### src/sv/rcpl_pkg.sv
// ----------------------------------------------------------------------------
// rcpl_pkg
// Shared types, codes and constants of the RC pulse light mode switch.
// ----------------------------------------------------------------------------
package rcpl_pkg;

  // Field widths
  localparam int PULSE_WIDTH = 15;
  localparam int STAMP_WIDTH = 32;
  localparam int MODE_WIDTH  = 3;
  localparam int LEVEL_WIDTH = 2;
  localparam int DUTY_WIDTH  = 8;
  localparam int MS_WIDTH    = 16;

  // Internal time arithmetic is modulo 2^TIME_WIDTH (16 to 64)
  localparam int TIME_WIDTH = 32;

  // Configuration port
  localparam int ADDR_WIDTH = 5;
  localparam int DATA_WIDTH = 32;
  localparam int REG_IDX_WIDTH = 3;

  typedef logic [PULSE_WIDTH-1:0] pulse_t;
  typedef logic [STAMP_WIDTH-1:0] stamp_t;
  typedef logic [TIME_WIDTH-1:0]  time_t;
  typedef logic [MODE_WIDTH-1:0]  mode_t;
  typedef logic [LEVEL_WIDTH-1:0] level_t;
  typedef logic [DUTY_WIDTH-1:0]  duty_t;
  typedef logic [MS_WIDTH-1:0]    ms_t;

  // Register indexes
  localparam logic [REG_IDX_WIDTH-1:0] REG_DEBOUNCE     = 3'd0;
  localparam logic [REG_IDX_WIDTH-1:0] REG_SPECIAL_WIN  = 3'd1;
  localparam logic [REG_IDX_WIDTH-1:0] REG_LOW_THRESH   = 3'd2;
  localparam logic [REG_IDX_WIDTH-1:0] REG_MID_THRESH   = 3'd3;
  localparam logic [REG_IDX_WIDTH-1:0] REG_HIGH_THRESH  = 3'd4;
  localparam logic [REG_IDX_WIDTH-1:0] REG_DUTY_DIM     = 3'd5;
  localparam logic [REG_IDX_WIDTH-1:0] REG_DUTY_BRIGHT  = 3'd6;
  localparam logic [REG_IDX_WIDTH-1:0] REG_DUTY_SPECIAL = 3'd7;

  // Reset values
  localparam ms_t    RST_DEBOUNCE     = 16'd50;
  localparam ms_t    RST_SPECIAL_WIN  = 16'd1000;
  localparam pulse_t RST_LOW_THRESH   = 15'd1200;
  localparam pulse_t RST_MID_THRESH   = 15'd1500;
  localparam pulse_t RST_HIGH_THRESH  = 15'd1750;
  localparam duty_t  RST_DUTY_DIM     = 8'd160;
  localparam duty_t  RST_DUTY_BRIGHT  = 8'd255;
  localparam duty_t  RST_DUTY_SPECIAL = 8'd100;

  // Modes
  localparam mode_t MODE_UNSET   = 3'd0;
  localparam mode_t MODE_OFF     = 3'd1;
  localparam mode_t MODE_DIM     = 3'd2;
  localparam mode_t MODE_BRIGHT  = 3'd3;
  localparam mode_t MODE_SPECIAL = 3'd4;

  // Levels
  localparam level_t LEVEL_NONE = 2'd0;
  localparam level_t LEVEL_LOW  = 2'd1;
  localparam level_t LEVEL_MID  = 2'd2;
  localparam level_t LEVEL_HIGH = 2'd3;

  typedef struct packed {
    ms_t    debounce_ms;
    ms_t    special_window_ms;
    pulse_t low_threshold_us;
    pulse_t mid_threshold_us;
    pulse_t high_threshold_us;
    duty_t  duty_dim;
    duty_t  duty_bright;
    duty_t  duty_special;
  } cfg_t;

  typedef struct packed {
    mode_t mode;
    duty_t duty;
    logic  drive_update;
  } result_t;

endpackage

### src/sv/rcpl_if.sv
// ----------------------------------------------------------------------------
// rcpl_if
// Valid/ready channels for pulse measurements and mode results.
// ----------------------------------------------------------------------------
interface rcpl_pulse_if;
  logic             valid;
  logic             ready;
  rcpl_pkg::pulse_t pulse_width_us;
  rcpl_pkg::stamp_t now_ms;

  modport source (output valid, output pulse_width_us, output now_ms, input ready);
  modport sink   (input valid, input pulse_width_us, input now_ms, output ready);
endinterface

interface rcpl_mode_if;
  logic            valid;
  logic            ready;
  rcpl_pkg::mode_t mode;
  rcpl_pkg::duty_t duty;
  logic            drive_update;

  modport source (output valid, output mode, output duty, output drive_update, input ready);
  modport sink   (input valid, input mode, input duty, input drive_update, output ready);
endinterface

### src/sv/rcpl_regs.sv
// ----------------------------------------------------------------------------
// rcpl_regs
// APB-style configuration registers: thresholds, timings and duties.
// ----------------------------------------------------------------------------
module rcpl_regs (
  input  logic                            clk,
  input  logic                            rst,
  input  logic                            psel,
  input  logic                            penable,
  input  logic                            pwrite,
  input  logic [rcpl_pkg::ADDR_WIDTH-1:0] paddr,
  input  logic [rcpl_pkg::DATA_WIDTH-1:0] pwdata,
  output logic [rcpl_pkg::DATA_WIDTH-1:0] prdata,
  output logic                            pready,
  output rcpl_pkg::cfg_t                  cfg
);

  logic                               wr_en;
  logic [rcpl_pkg::REG_IDX_WIDTH-1:0] idx;

  assign pready = 1'b1;
  assign wr_en  = psel && penable && pwrite;
  assign idx    = paddr[rcpl_pkg::ADDR_WIDTH-1:2];

  always_ff @(posedge clk) begin
    if (rst) begin
      cfg.debounce_ms       <= rcpl_pkg::RST_DEBOUNCE;
      cfg.special_window_ms <= rcpl_pkg::RST_SPECIAL_WIN;
      cfg.low_threshold_us  <= rcpl_pkg::RST_LOW_THRESH;
      cfg.mid_threshold_us  <= rcpl_pkg::RST_MID_THRESH;
      cfg.high_threshold_us <= rcpl_pkg::RST_HIGH_THRESH;
      cfg.duty_dim          <= rcpl_pkg::RST_DUTY_DIM;
      cfg.duty_bright       <= rcpl_pkg::RST_DUTY_BRIGHT;
      cfg.duty_special      <= rcpl_pkg::RST_DUTY_SPECIAL;
    end else if (wr_en) begin
      unique case (idx)
        rcpl_pkg::REG_DEBOUNCE:     cfg.debounce_ms       <= pwdata[rcpl_pkg::MS_WIDTH-1:0];
        rcpl_pkg::REG_SPECIAL_WIN:  cfg.special_window_ms <= pwdata[rcpl_pkg::MS_WIDTH-1:0];
        rcpl_pkg::REG_LOW_THRESH:   cfg.low_threshold_us  <= pwdata[rcpl_pkg::PULSE_WIDTH-1:0];
        rcpl_pkg::REG_MID_THRESH:   cfg.mid_threshold_us  <= pwdata[rcpl_pkg::PULSE_WIDTH-1:0];
        rcpl_pkg::REG_HIGH_THRESH:  cfg.high_threshold_us <= pwdata[rcpl_pkg::PULSE_WIDTH-1:0];
        rcpl_pkg::REG_DUTY_DIM:     cfg.duty_dim          <= pwdata[rcpl_pkg::DUTY_WIDTH-1:0];
        rcpl_pkg::REG_DUTY_BRIGHT:  cfg.duty_bright       <= pwdata[rcpl_pkg::DUTY_WIDTH-1:0];
        rcpl_pkg::REG_DUTY_SPECIAL: cfg.duty_special      <= pwdata[rcpl_pkg::DUTY_WIDTH-1:0];
        default: ;
      endcase
    end
  end

  always_comb begin
    unique case (idx)
      rcpl_pkg::REG_DEBOUNCE:     prdata = rcpl_pkg::DATA_WIDTH'(cfg.debounce_ms);
      rcpl_pkg::REG_SPECIAL_WIN:  prdata = rcpl_pkg::DATA_WIDTH'(cfg.special_window_ms);
      rcpl_pkg::REG_LOW_THRESH:   prdata = rcpl_pkg::DATA_WIDTH'(cfg.low_threshold_us);
      rcpl_pkg::REG_MID_THRESH:   prdata = rcpl_pkg::DATA_WIDTH'(cfg.mid_threshold_us);
      rcpl_pkg::REG_HIGH_THRESH:  prdata = rcpl_pkg::DATA_WIDTH'(cfg.high_threshold_us);
      rcpl_pkg::REG_DUTY_DIM:     prdata = rcpl_pkg::DATA_WIDTH'(cfg.duty_dim);
      rcpl_pkg::REG_DUTY_BRIGHT:  prdata = rcpl_pkg::DATA_WIDTH'(cfg.duty_bright);
      rcpl_pkg::REG_DUTY_SPECIAL: prdata = rcpl_pkg::DATA_WIDTH'(cfg.duty_special);
      default:                    prdata = '0;
    endcase
  end

endmodule

### src/sv/rcpl_engine.sv
// ----------------------------------------------------------------------------
// rcpl_engine
// Level classification, debounce and mode decision, with the mode state.
// ----------------------------------------------------------------------------
module rcpl_engine (
  input  logic              clk,
  input  logic              rst,
  input  logic              fire,
  input  rcpl_pkg::pulse_t  pulse,
  input  rcpl_pkg::stamp_t  stamp,
  input  rcpl_pkg::cfg_t    cfg,
  output logic              produce,
  output rcpl_pkg::result_t result
);

  rcpl_pkg::mode_t  current_mode;
  rcpl_pkg::level_t previous_level;
  rcpl_pkg::level_t active_level;
  rcpl_pkg::time_t  mode_change_time;
  rcpl_pkg::time_t  debounce_start_time;

  rcpl_pkg::time_t  now;
  rcpl_pkg::level_t level;
  rcpl_pkg::time_t  debounce_start_next;
  rcpl_pkg::time_t  held;
  rcpl_pkg::time_t  since_change;
  rcpl_pkg::mode_t  mode_next;
  logic             fast;
  logic             history;
  logic             unlocked;

  assign now = rcpl_pkg::time_t'(stamp);

  // Comparisons tested in order; with disordered thresholds a pulse takes the first range that matches, else none
  always_comb begin
    if (pulse >= cfg.low_threshold_us && pulse < cfg.mid_threshold_us) begin
      level = rcpl_pkg::LEVEL_LOW;
    end else if (pulse >= cfg.mid_threshold_us && pulse < cfg.high_threshold_us) begin
      level = rcpl_pkg::LEVEL_MID;
    end else if (pulse >= cfg.high_threshold_us) begin
      level = rcpl_pkg::LEVEL_HIGH;
    end else begin
      level = rcpl_pkg::LEVEL_NONE;
    end
  end

  assign debounce_start_next = (level != previous_level) ? now : debounce_start_time;
  assign held         = now - debounce_start_next;
  assign since_change = now - mode_change_time;

  assign produce = (held > rcpl_pkg::time_t'(cfg.debounce_ms)) &&
                   (rcpl_pkg::mode_t'(level) != current_mode) &&
                   (level != active_level);

  // Zero change time means no change yet
  assign fast     = (mode_change_time != '0) &&
                    (since_change < rcpl_pkg::time_t'(cfg.special_window_ms));
  assign history  = (active_level == rcpl_pkg::LEVEL_LOW) && (level == rcpl_pkg::LEVEL_MID);
  assign unlocked = (current_mode != rcpl_pkg::MODE_SPECIAL);

  assign mode_next = (fast && history && unlocked) ? rcpl_pkg::MODE_SPECIAL
                                                   : rcpl_pkg::mode_t'(level);

  always_comb begin
    result.mode         = mode_next;
    result.drive_update = 1'b1;
    case (mode_next)
      rcpl_pkg::MODE_OFF:     result.duty = '0;
      rcpl_pkg::MODE_DIM:     result.duty = cfg.duty_dim;
      rcpl_pkg::MODE_BRIGHT:  result.duty = cfg.duty_bright;
      rcpl_pkg::MODE_SPECIAL: result.duty = cfg.duty_special;
      default: begin
        result.duty         = '0;
        result.drive_update = 1'b0;
      end
    endcase
  end

  always_ff @(posedge clk) begin
    if (rst) begin
      current_mode        <= rcpl_pkg::MODE_UNSET;
      previous_level      <= rcpl_pkg::LEVEL_NONE;
      active_level        <= rcpl_pkg::LEVEL_NONE;
      mode_change_time    <= '0;
      debounce_start_time <= '0;
    end else if (fire) begin
      previous_level      <= level;
      debounce_start_time <= debounce_start_next;
      if (produce) begin
        current_mode     <= mode_next;
        mode_change_time <= now;
        active_level     <= level;
      end
    end
  end

endmodule

### src/sv/rc_pulse_light_mode_switch_unit.sv
// ----------------------------------------------------------------------------
// rc_pulse_light_mode_switch_unit
// Receiver pulse to light mode switch: debounced mode changes with duties.
// ----------------------------------------------------------------------------
// Each pulse transaction carries a measured pulse width (us) and a ms
// timestamp. It is classified into a level, debounced against the time the
// level last changed, and when it yields a new mode a single result
// transaction (mode, duty, drive_update) follows; otherwise nothing is
// emitted. One transaction is accepted per clock unless stalled: the
// measurement is held in an input register while the classify/compare/
// subtract logic decides, and the result lands in an output register.
// The only stall is a result held in the output register while the
// downstream sink is not ready. Config registers sit on an APB-style port
// (byte addresses 0..28, pready tied high) and should be written only while
// the block is idle.
module rc_pulse_light_mode_switch_unit (
  input  logic                            clk,
  input  logic                            rst,
  rcpl_pulse_if.sink                      pulse_in,
  rcpl_mode_if.source                     mode_out,
  input  logic                            psel,
  input  logic                            penable,
  input  logic                            pwrite,
  input  logic [rcpl_pkg::ADDR_WIDTH-1:0] paddr,
  input  logic [rcpl_pkg::DATA_WIDTH-1:0] pwdata,
  output logic [rcpl_pkg::DATA_WIDTH-1:0] prdata,
  output logic                            pready
);

  rcpl_pkg::cfg_t    cfg;

  // Input register
  logic              in_valid;
  rcpl_pkg::pulse_t  in_pulse;
  rcpl_pkg::stamp_t  in_stamp;

  // Decision
  logic              advance;
  logic              fire;
  logic              produce;
  rcpl_pkg::result_t result;

  // Output register
  logic              out_valid;
  logic              out_valid_next;
  rcpl_pkg::result_t out_result;

  rcpl_regs u_regs (
    .clk     (clk),
    .rst     (rst),
    .psel    (psel),
    .penable (penable),
    .pwrite  (pwrite),
    .paddr   (paddr),
    .pwdata  (pwdata),
    .prdata  (prdata),
    .pready  (pready),
    .cfg     (cfg)
  );

  // The decision stage moves on whenever the output register is free or
  // being emptied this cycle; at most one result per measurement.
  assign advance        = !out_valid || mode_out.ready;
  assign fire           = in_valid && advance;
  assign pulse_in.ready = !in_valid || advance;

  always_ff @(posedge clk) begin
    if (rst) begin
      in_valid <= 1'b0;
    end else if (pulse_in.ready) begin
      in_valid <= pulse_in.valid;
    end
  end

  always_ff @(posedge clk) begin
    if (pulse_in.valid && pulse_in.ready) begin
      in_pulse <= pulse_in.pulse_width_us;
      in_stamp <= pulse_in.now_ms;
    end
  end

  rcpl_engine u_engine (
    .clk     (clk),
    .rst     (rst),
    .fire    (fire),
    .pulse   (in_pulse),
    .stamp   (in_stamp),
    .cfg     (cfg),
    .produce (produce),
    .result  (result)
  );

  always_comb begin
    if (fire) begin
      out_valid_next = produce;
    end else if (mode_out.ready) begin
      out_valid_next = 1'b0;
    end else begin
      out_valid_next = out_valid;
    end
  end

  always_ff @(posedge clk) begin
    if (rst) begin
      out_valid <= 1'b0;
    end else begin
      out_valid <= out_valid_next;
    end
  end

  always_ff @(posedge clk) begin
    if (fire && produce) begin
      out_result <= result;
    end
  end

  assign mode_out.valid        = out_valid;
  assign mode_out.mode         = out_result.mode;
  assign mode_out.duty         = out_result.duty;
  assign mode_out.drive_update = out_result.drive_update;

  // A full input register that cannot advance must refuse new transactions
  a_no_overrun: assert property (@(posedge clk) disable iff (rst)
    (in_valid && !advance) |-> !pulse_in.ready)
    else $error("pulse accepted while decision stage stalled");

  // A produced result must show up on the output the next cycle
  a_result_lands: assert property (@(posedge clk) disable iff (rst)
    (fire && produce) |=> mode_out.valid)
    else $error("produced result lost");

  // drive_update flags every mode but unset
  a_drive_flag: assert property (@(posedge clk) disable iff (rst)
    mode_out.valid |-> (mode_out.drive_update == (mode_out.mode != rcpl_pkg::MODE_UNSET)))
    else $error("drive_update inconsistent with mode");

  // Off and unset never drive a non-zero duty
  a_off_duty: assert property (@(posedge clk) disable iff (rst)
    (mode_out.valid && (mode_out.mode == rcpl_pkg::MODE_OFF ||
                        mode_out.mode == rcpl_pkg::MODE_UNSET)) |-> (mode_out.duty == '0))
    else $error("non-zero duty for off or unset mode");

endmodule
### src/flat_wrapper.sv
// flat-port wrapper written by rule: the top's interface ports become plain ports
module rc_pulse_light_mode_switch_unit_flat 
  (clk, rst, psel, penable, pwrite, paddr, pwdata, prdata, pready, pulse_in_valid, pulse_in_pulse_width_us, pulse_in_now_ms, pulse_in_ready, mode_out_valid, mode_out_mode, mode_out_duty, mode_out_drive_update, mode_out_ready);
  rcpl_pulse_if pulse_in_i ();
  rcpl_mode_if mode_out_i ();
  input  logic clk;
  input  logic rst;
  input  logic psel;
  input  logic penable;
  input  logic pwrite;
  input  logic [rcpl_pkg::ADDR_WIDTH-1:0] paddr;
  input  logic [rcpl_pkg::DATA_WIDTH-1:0] pwdata;
  output logic [rcpl_pkg::DATA_WIDTH-1:0] prdata;
  output logic pready;
  input wire logic [$bits(pulse_in_i.valid)-1:0] pulse_in_valid;
  input wire logic [$bits(pulse_in_i.pulse_width_us)-1:0] pulse_in_pulse_width_us;
  input wire logic [$bits(pulse_in_i.now_ms)-1:0] pulse_in_now_ms;
  output wire logic [$bits(pulse_in_i.ready)-1:0] pulse_in_ready;
  output wire logic [$bits(mode_out_i.valid)-1:0] mode_out_valid;
  output wire logic [$bits(mode_out_i.mode)-1:0] mode_out_mode;
  output wire logic [$bits(mode_out_i.duty)-1:0] mode_out_duty;
  output wire logic [$bits(mode_out_i.drive_update)-1:0] mode_out_drive_update;
  input wire logic [$bits(mode_out_i.ready)-1:0] mode_out_ready;
  assign pulse_in_i.valid = pulse_in_valid;
  assign pulse_in_i.pulse_width_us = pulse_in_pulse_width_us;
  assign pulse_in_i.now_ms = pulse_in_now_ms;
  assign pulse_in_ready = pulse_in_i.ready;
  assign mode_out_valid = mode_out_i.valid;
  assign mode_out_mode = mode_out_i.mode;
  assign mode_out_duty = mode_out_i.duty;
  assign mode_out_drive_update = mode_out_i.drive_update;
  assign mode_out_i.ready = mode_out_ready;
  rc_pulse_light_mode_switch_unit u_core (.clk(clk), .rst(rst), .pulse_in(pulse_in_i), .mode_out(mode_out_i), .psel(psel), .penable(penable), .pwrite(pwrite), .paddr(paddr), .pwdata(pwdata), .prdata(prdata), .pready(pready));
endmodule
### config.mk
export PLATFORM = sky130hd
export DESIGN_NAME = rc_pulse_light_mode_switch_unit_flat
export DESIGN_NICKNAME = d
export VERILOG_FILES = /design/src/sv/rcpl_pkg.sv /design/src/sv/rcpl_if.sv /design/src/sv/rcpl_regs.sv /design/src/sv/rcpl_engine.sv /design/src/sv/rc_pulse_light_mode_switch_unit.sv /design/src/flat_wrapper.sv
export SDC_FILE = /design/constraint.sdc
export NUM_CORES = 1
export LEC_CHECK = 0
export ABC_AREA = 1
export BUFFER_PORTS_ARGS = -buffer_cell sky130_fd_sc_hd__buf_2
export CAP_MARGIN = 20
export CORE_MARGIN = 1.5
export CORE_UTILIZATION = 60
export DETAILED_ROUTE_END_ITERATION = 12
export PLACE_DENSITY = 0.8
export SETUP_SLACK_MARGIN = 0.05
export SLEW_MARGIN = 10
export SYNTH_ARGS = -nofsm -noshare
export SYNTH_HDL_FRONTEND = slang
export SYNTH_HIERARCHICAL = 1
export SYNTH_SLANG_ARGS = --single-unit
### constraint.sdc
create_clock -name clk -period 9.3 [get_ports clk]
set_input_delay 0.93 -clock clk [delete_from_list [all_inputs] [get_ports clk]]
set_output_delay 0.93 -clock clk [all_outputs]
set_load 0.01 [all_outputs]
==> flow_results.org <==
** Run status
- Status :: finished, final reports clean

** Route
- The detail route stage leaves a number of antenna-violating nets equal to 0.
- For this block, the via count after detailed routing is ~16000.
- Routed wirelength normalized by instance count :: between 15 and 20 um
- In the routed layout, each cell is associated on average with a via count of 5.693.
- For this block, the initial DRC count from the detailed router was roughly 1900.
- Total length of routed wires :: between 40000 and 50000 um
- For this run, design rule violations remaining after detail routing come to 0.
- Drt first pass iters :: 5

** Timing
- The worst pin sits at a relative slew slack of between 30% and 40%.
- Final hold violation count :: 0
- Final-report setup violation count :: 0
- Slew at the pin with the worst max-slew slack :: 0.9946 ns
- The number of max-slew violations in the final report came to 0.
- Static timing analysis puts the maximum clock frequency at 119.8 MHz.
- Clock period minus final worst setup slack :: 8.344 ns
- The final critical path takes up 89.72% of the cycle.
- Setup slack on the critical path of the routed design comes to between 0.9 and 1 ns.
- RSZ-0062 raised after global routing :: false
- Accumulated negative setup slack :: 0 ns
- The clock arrives with just over 0.02 ns of skew.

** Yosys
- Counting flops with a built-in enable in the synthesized netlist gives between 50 and 60.
- After synthesis, flip-flops and latches occupy 32.06% of the total area.
- Leading register cell type out of synthesis :: sky130_fd_sc_hd__dfxtp_1
- After synthesis the cells add up to 16390 um2.
- Average cell area after synthesis :: roughly 6.9 um2
- After technology mapping, the gate count stands at approximately 2400.
- Largest area contributor in the synthesized netlist :: sky130_fd_sc_hd__dfxtp_1
- Total of warnings raised by yosys :: 6
- In this run, synthesis produced a sequential element count of 233.
- Most common cell in the netlist :: sky130_fd_sc_hd__nand2_1
- Counting flops with an async set or reset pin after synthesis yields a share of 0%.
- Ranking of synthesized cells by instance count :: sky130_fd_sc_hd__nand2_1, sky130_fd_sc_hd__inv_1, sky130_fd_sc_hd__nor2_1
- Number of distinct library cell variants in the gate-level netlist after synthesis :: 54
- In this run the biggest area consumer among cell types represents between 20% and 30% of the synthesized area.
- Synth top area cells :: sky130_fd_sc_hd__dfxtp_1, sky130_fd_sc_hd__nand2_1, sky130_fd_sc_hd__edfxtp_1, sky130_fd_sc_hd__ha_1, sky130_fd_sc_hd__inv_1

** Global routing
- Global routing used approximately a third of the available tracks.
- Congestion Overflow GR :: 0
- Entering global routing, the biggest net connects just over 100 pins.
- The via count of the first global-routing pass is approximately 15000.
- The first global-routing pass estimated 72730 um of wire.
- Initial antenna violation count :: 0

** Worst hold path
- Along the worst hold path, the cell count comes to 2.
- Path class of the lowest-slack min-delay path :: flop to flop
- In this run the most critical hold path is launched from u_core/u_engine/debounce_start_time[27]$_SDFFE_PP0P_.
- Endpoint with the worst hold slack :: u_core/u_engine/debounce_start_time[27]$_SDFFE_PP0P_

** Worst setup path
- Cell type of the slowest stage on the worst timing path :: sky130_fd_sc_hd__buf_4
- Worst setup path class :: flop to flop
- Along the worst path, the maximum fanout reaches 53.
- In this design, the critical path's most frequently occurring cell is sky130_fd_sc_hd__nand2_1.
- The number of cells on the worst reg-to-reg path is 42.
- Slowest stage delay, CP :: approximately 0.52 ns
- Among cell families on the critical path, the largest total delay comes from simple AND/OR/NAND/NOR gates.
- End of the worst register-to-register path :: u_core/u_engine/mode_change_time[10]$_SDFFE_PP0P_
- Nature of the critical path startpoint :: flop
- Worst path required time :: 9.77 ns
- The number of buffers and inverters on the critical path is 5.
- Data arrival time of the critical path :: 8.82 ns
- Endpoint kind of the worst setup timing path :: flop
- Worst reg2reg startpoint :: u_core/u_regs/cfg[45]$_SDFFE_PP1P_
- Worst-case register-to-register setup slack :: roughly 0.96 ns

** Clocking
- For this design, the CTS-stage hold fixing added 0 buffers.
- After clock tree synthesis, the repair step resized 0 gates.
- CTS Buf Count :: 27
- Clock latency on the worst-skew pair :: roughly 0.54 ns
- After clock tree synthesis, the clock-pin slew on the worst setup and hold paths is 0.06 ns.
- Clock tree from TritonCTS :: built
- No sink is reached through more buffers than the 3 on the longest clock path.
- Post CTS Setup Buffer Count :: 0
- Htree depth :: 1
- Buffer type at the clock tree root :: sky130_fd_sc_hd__clkbuf_16
- CTS saw about 230 sinks.

** Power and ir drop
- Sequential cells burn between 30% and 40% of the power.
- The design draws 0.003151 W.
- Power spread over the standard cell area amounts to roughly 180 nW/um2.
- Combinational logic burns 31.2% of the power.
- Fraction of power spent switching nets :: a little over a third
- Cell leakage power :: 9.012 nW
- The analysis attributes to net switching a power of ~0.0011 W.
- The internal portion of the total power is about 0.0020 W.
- Highest ir drop seen on vdd :: about 0.00016 V
- Clk pwr share :: between 30% and 40%

** Cells and area
- Number of diodes :: 0
- Post-layout net count :: approximately 2700
- Share of cells above drive strength 1 :: between 10% and 20%
- Area growth from synthesis to final layout :: 8.579%

** Die
- ~140 I/O pins were placed.
- The die is between 150 and 200 um wide.
- The die is ~170 um tall.
- Total number of placement rows :: 60
- After floorplanning, the core was sized to cover ~27000 um2.
- Starting density of the core :: between 60 and 70%
- The die covers about 28000 um2.

** Place
- OpenSTA, run right after detailed placement, puts the worst setup slack at approximately 1.3 ns.
- Detailed Place HPWL :: about 33000 um
- Input and output buffers added on the ports amount to 102.
- Final weighted congestion in routability-driven placement :: 0.9305

** Job
- Across the run, the number of max-cap violations was 0.
==> tightest hold or removal path, delay by kind of cell, from the launching register on <==
family                 cells  cell delay [ns]
buffers and inverters      1             0.05
AO/OA/AOI/OAI              1             0.08
flip-flops                 1             0.32
==> through the flow <==
stage	hold WS [ns]	cell area (um2)	util, %	cells
floorplan	0.4441	16450	-	2389
global placement	0.4549	16900	62.90	2743
detailed placement	0.4592	16900	62.90	2743
CTS	0.4780	17770	66.12	2792
global route	0.4996	17800	66.22	2793
finish	0.4791	17800	66.22	2793
==> metal layers <==
metal / up-vias / global-route usage, % / wire length, um / share of wire, %
met1: 7213 / 44.60 / 20280 / 45
met5: - / 0 / 0 / 0
met3: 92 / 6.347 / 4452 / 9.8
li1: 7845 / - / - / -
met2: 750 / 49.16 / 19420 / 43
met4: 0 / 9.433 / 1329 / 2.9
==> flip-flops by register name, summed over array words and instances, names as in the netlist <==
register	cells
u_core/u_regs/cfg	101
u_core/in_stamp	32
u_core/u_engine/debounce_start_time	32
u_core/u_engine/mode_change_time	32
u_core/in_pulse	15
u_core/mode_out.duty	8
u_core/mode_out.mode	3
u_core/u_engine/current_mode	3
u_core/u_engine/active_level	2
u_core/u_engine/previous_level	2
u_core/in_valid	1
u_core/mode_out.drive_update	1
u_core/mode_out.valid	1
==> final cells by class <==
type | count | area [um2]
tap | 341 | 426.7
clock buffer | 41 | 818.3
clock inverter | 8 | 48.80
fill | 2389 | 9077
inverter | 379 | 1424
timing repair buffer | 110 | 590.6
sequential | 233 | 5255
multi-input combinational | 1681 | 9235
==> cell families after synthesis <==
logic type | count (synthesis) | share of synthesized area, %
AOI/OAI and AO/OA | 327 | 11.13
xor gates and xnor gates | 38 | 2.030
adders and majority gates | 137 | 10.55
buffers and inverters | 475 | 12.11
DFF | 233 | 32.06
other | 2 | 0.04582
and+or+nand+nor | 1162 | 32.07
==> cells in the final DEF (no fill, tap or decap), types with 9 or more instances in the layout <==
cell,count
sky130_fd_sc_hd__nor3_1,22
sky130_fd_sc_hd__clkbuf_16,27
sky130_fd_sc_hd__o21ai_1,10
sky130_fd_sc_hd__conb_1,17
sky130_fd_sc_hd__inv_2,17
sky130_fd_sc_hd__nand2_2,18
sky130_fd_sc_hd__a211oi_1,11
sky130_fd_sc_hd__xor2_1,22
sky130_fd_sc_hd__clkinv_1,13
sky130_fd_sc_hd__nand4_1,104
sky130_fd_sc_hd__nand3b_1,9
sky130_fd_sc_hd__o21ai_0,132
sky130_fd_sc_hd__buf_2,102
sky130_fd_sc_hd__ha_1,135
sky130_fd_sc_hd__inv_1,348
sky130_fd_sc_hd__clkbuf_8,9
sky130_fd_sc_hd__nand2_1,558
sky130_fd_sc_hd__nor2_1,240
sky130_fd_sc_hd__nor2_2,41
sky130_fd_sc_hd__edfxtp_1,59
sky130_fd_sc_hd__xnor2_1,16
sky130_fd_sc_hd__o211ai_1,40
sky130_fd_sc_hd__a21oi_1,112
sky130_fd_sc_hd__nand3_1,126
sky130_fd_sc_hd__dfxtp_1,174
sky130_fd_sc_hd__nor4_1,14
==> power groups by stage <==
stage	clock network [W]	logic, W	registers, W
6_report	0.00103	0.000984	0.00113
5_1_grt	0.00109	0.00111	0.00114
3_3_place_gp	0	0.000928	0.00115
4_1_cts	0.00105	0.000962	0.00113
2_1_floorplan	0	0.000723	0.00114
3_5_place_dp	0	0.000954	0.00115
==> worst max-delay path by stage <==
stage | start | end | slack, ns | depth (start not counted)
floorplan | u_core/in_pulse[14]$_DFFE_PP_ | u_core/mode_out.drive_update$_DFFE_PP_ | 2.51 | 49
global placement | u_core/in_pulse[14]$_DFFE_PP_ | u_core/mode_out.duty[3]$_DFFE_PP_ | 1.49 | 44
detailed placement | u_core/in_pulse[14]$_DFFE_PP_ | u_core/u_engine/mode_change_time[11]$_SDFFE_PP0P_ | 1.32 | 45
CTS | u_core/in_pulse[14]$_DFFE_PP_ | u_core/u_engine/mode_change_time[11]$_SDFFE_PP0P_ | 1.25 | 46
global route | u_core/in_pulse[14]$_DFFE_PP_ | u_core/u_engine/mode_change_time[11]$_SDFFE_PP0P_ | 0.40 | 44
finish | u_core/u_regs/cfg[45]$_SDFFE_PP1P_ | u_core/u_engine/mode_change_time[10]$_SDFFE_PP0P_ | 0.96 | 42
Note: power is estimated with default switching activity, not from simulation.
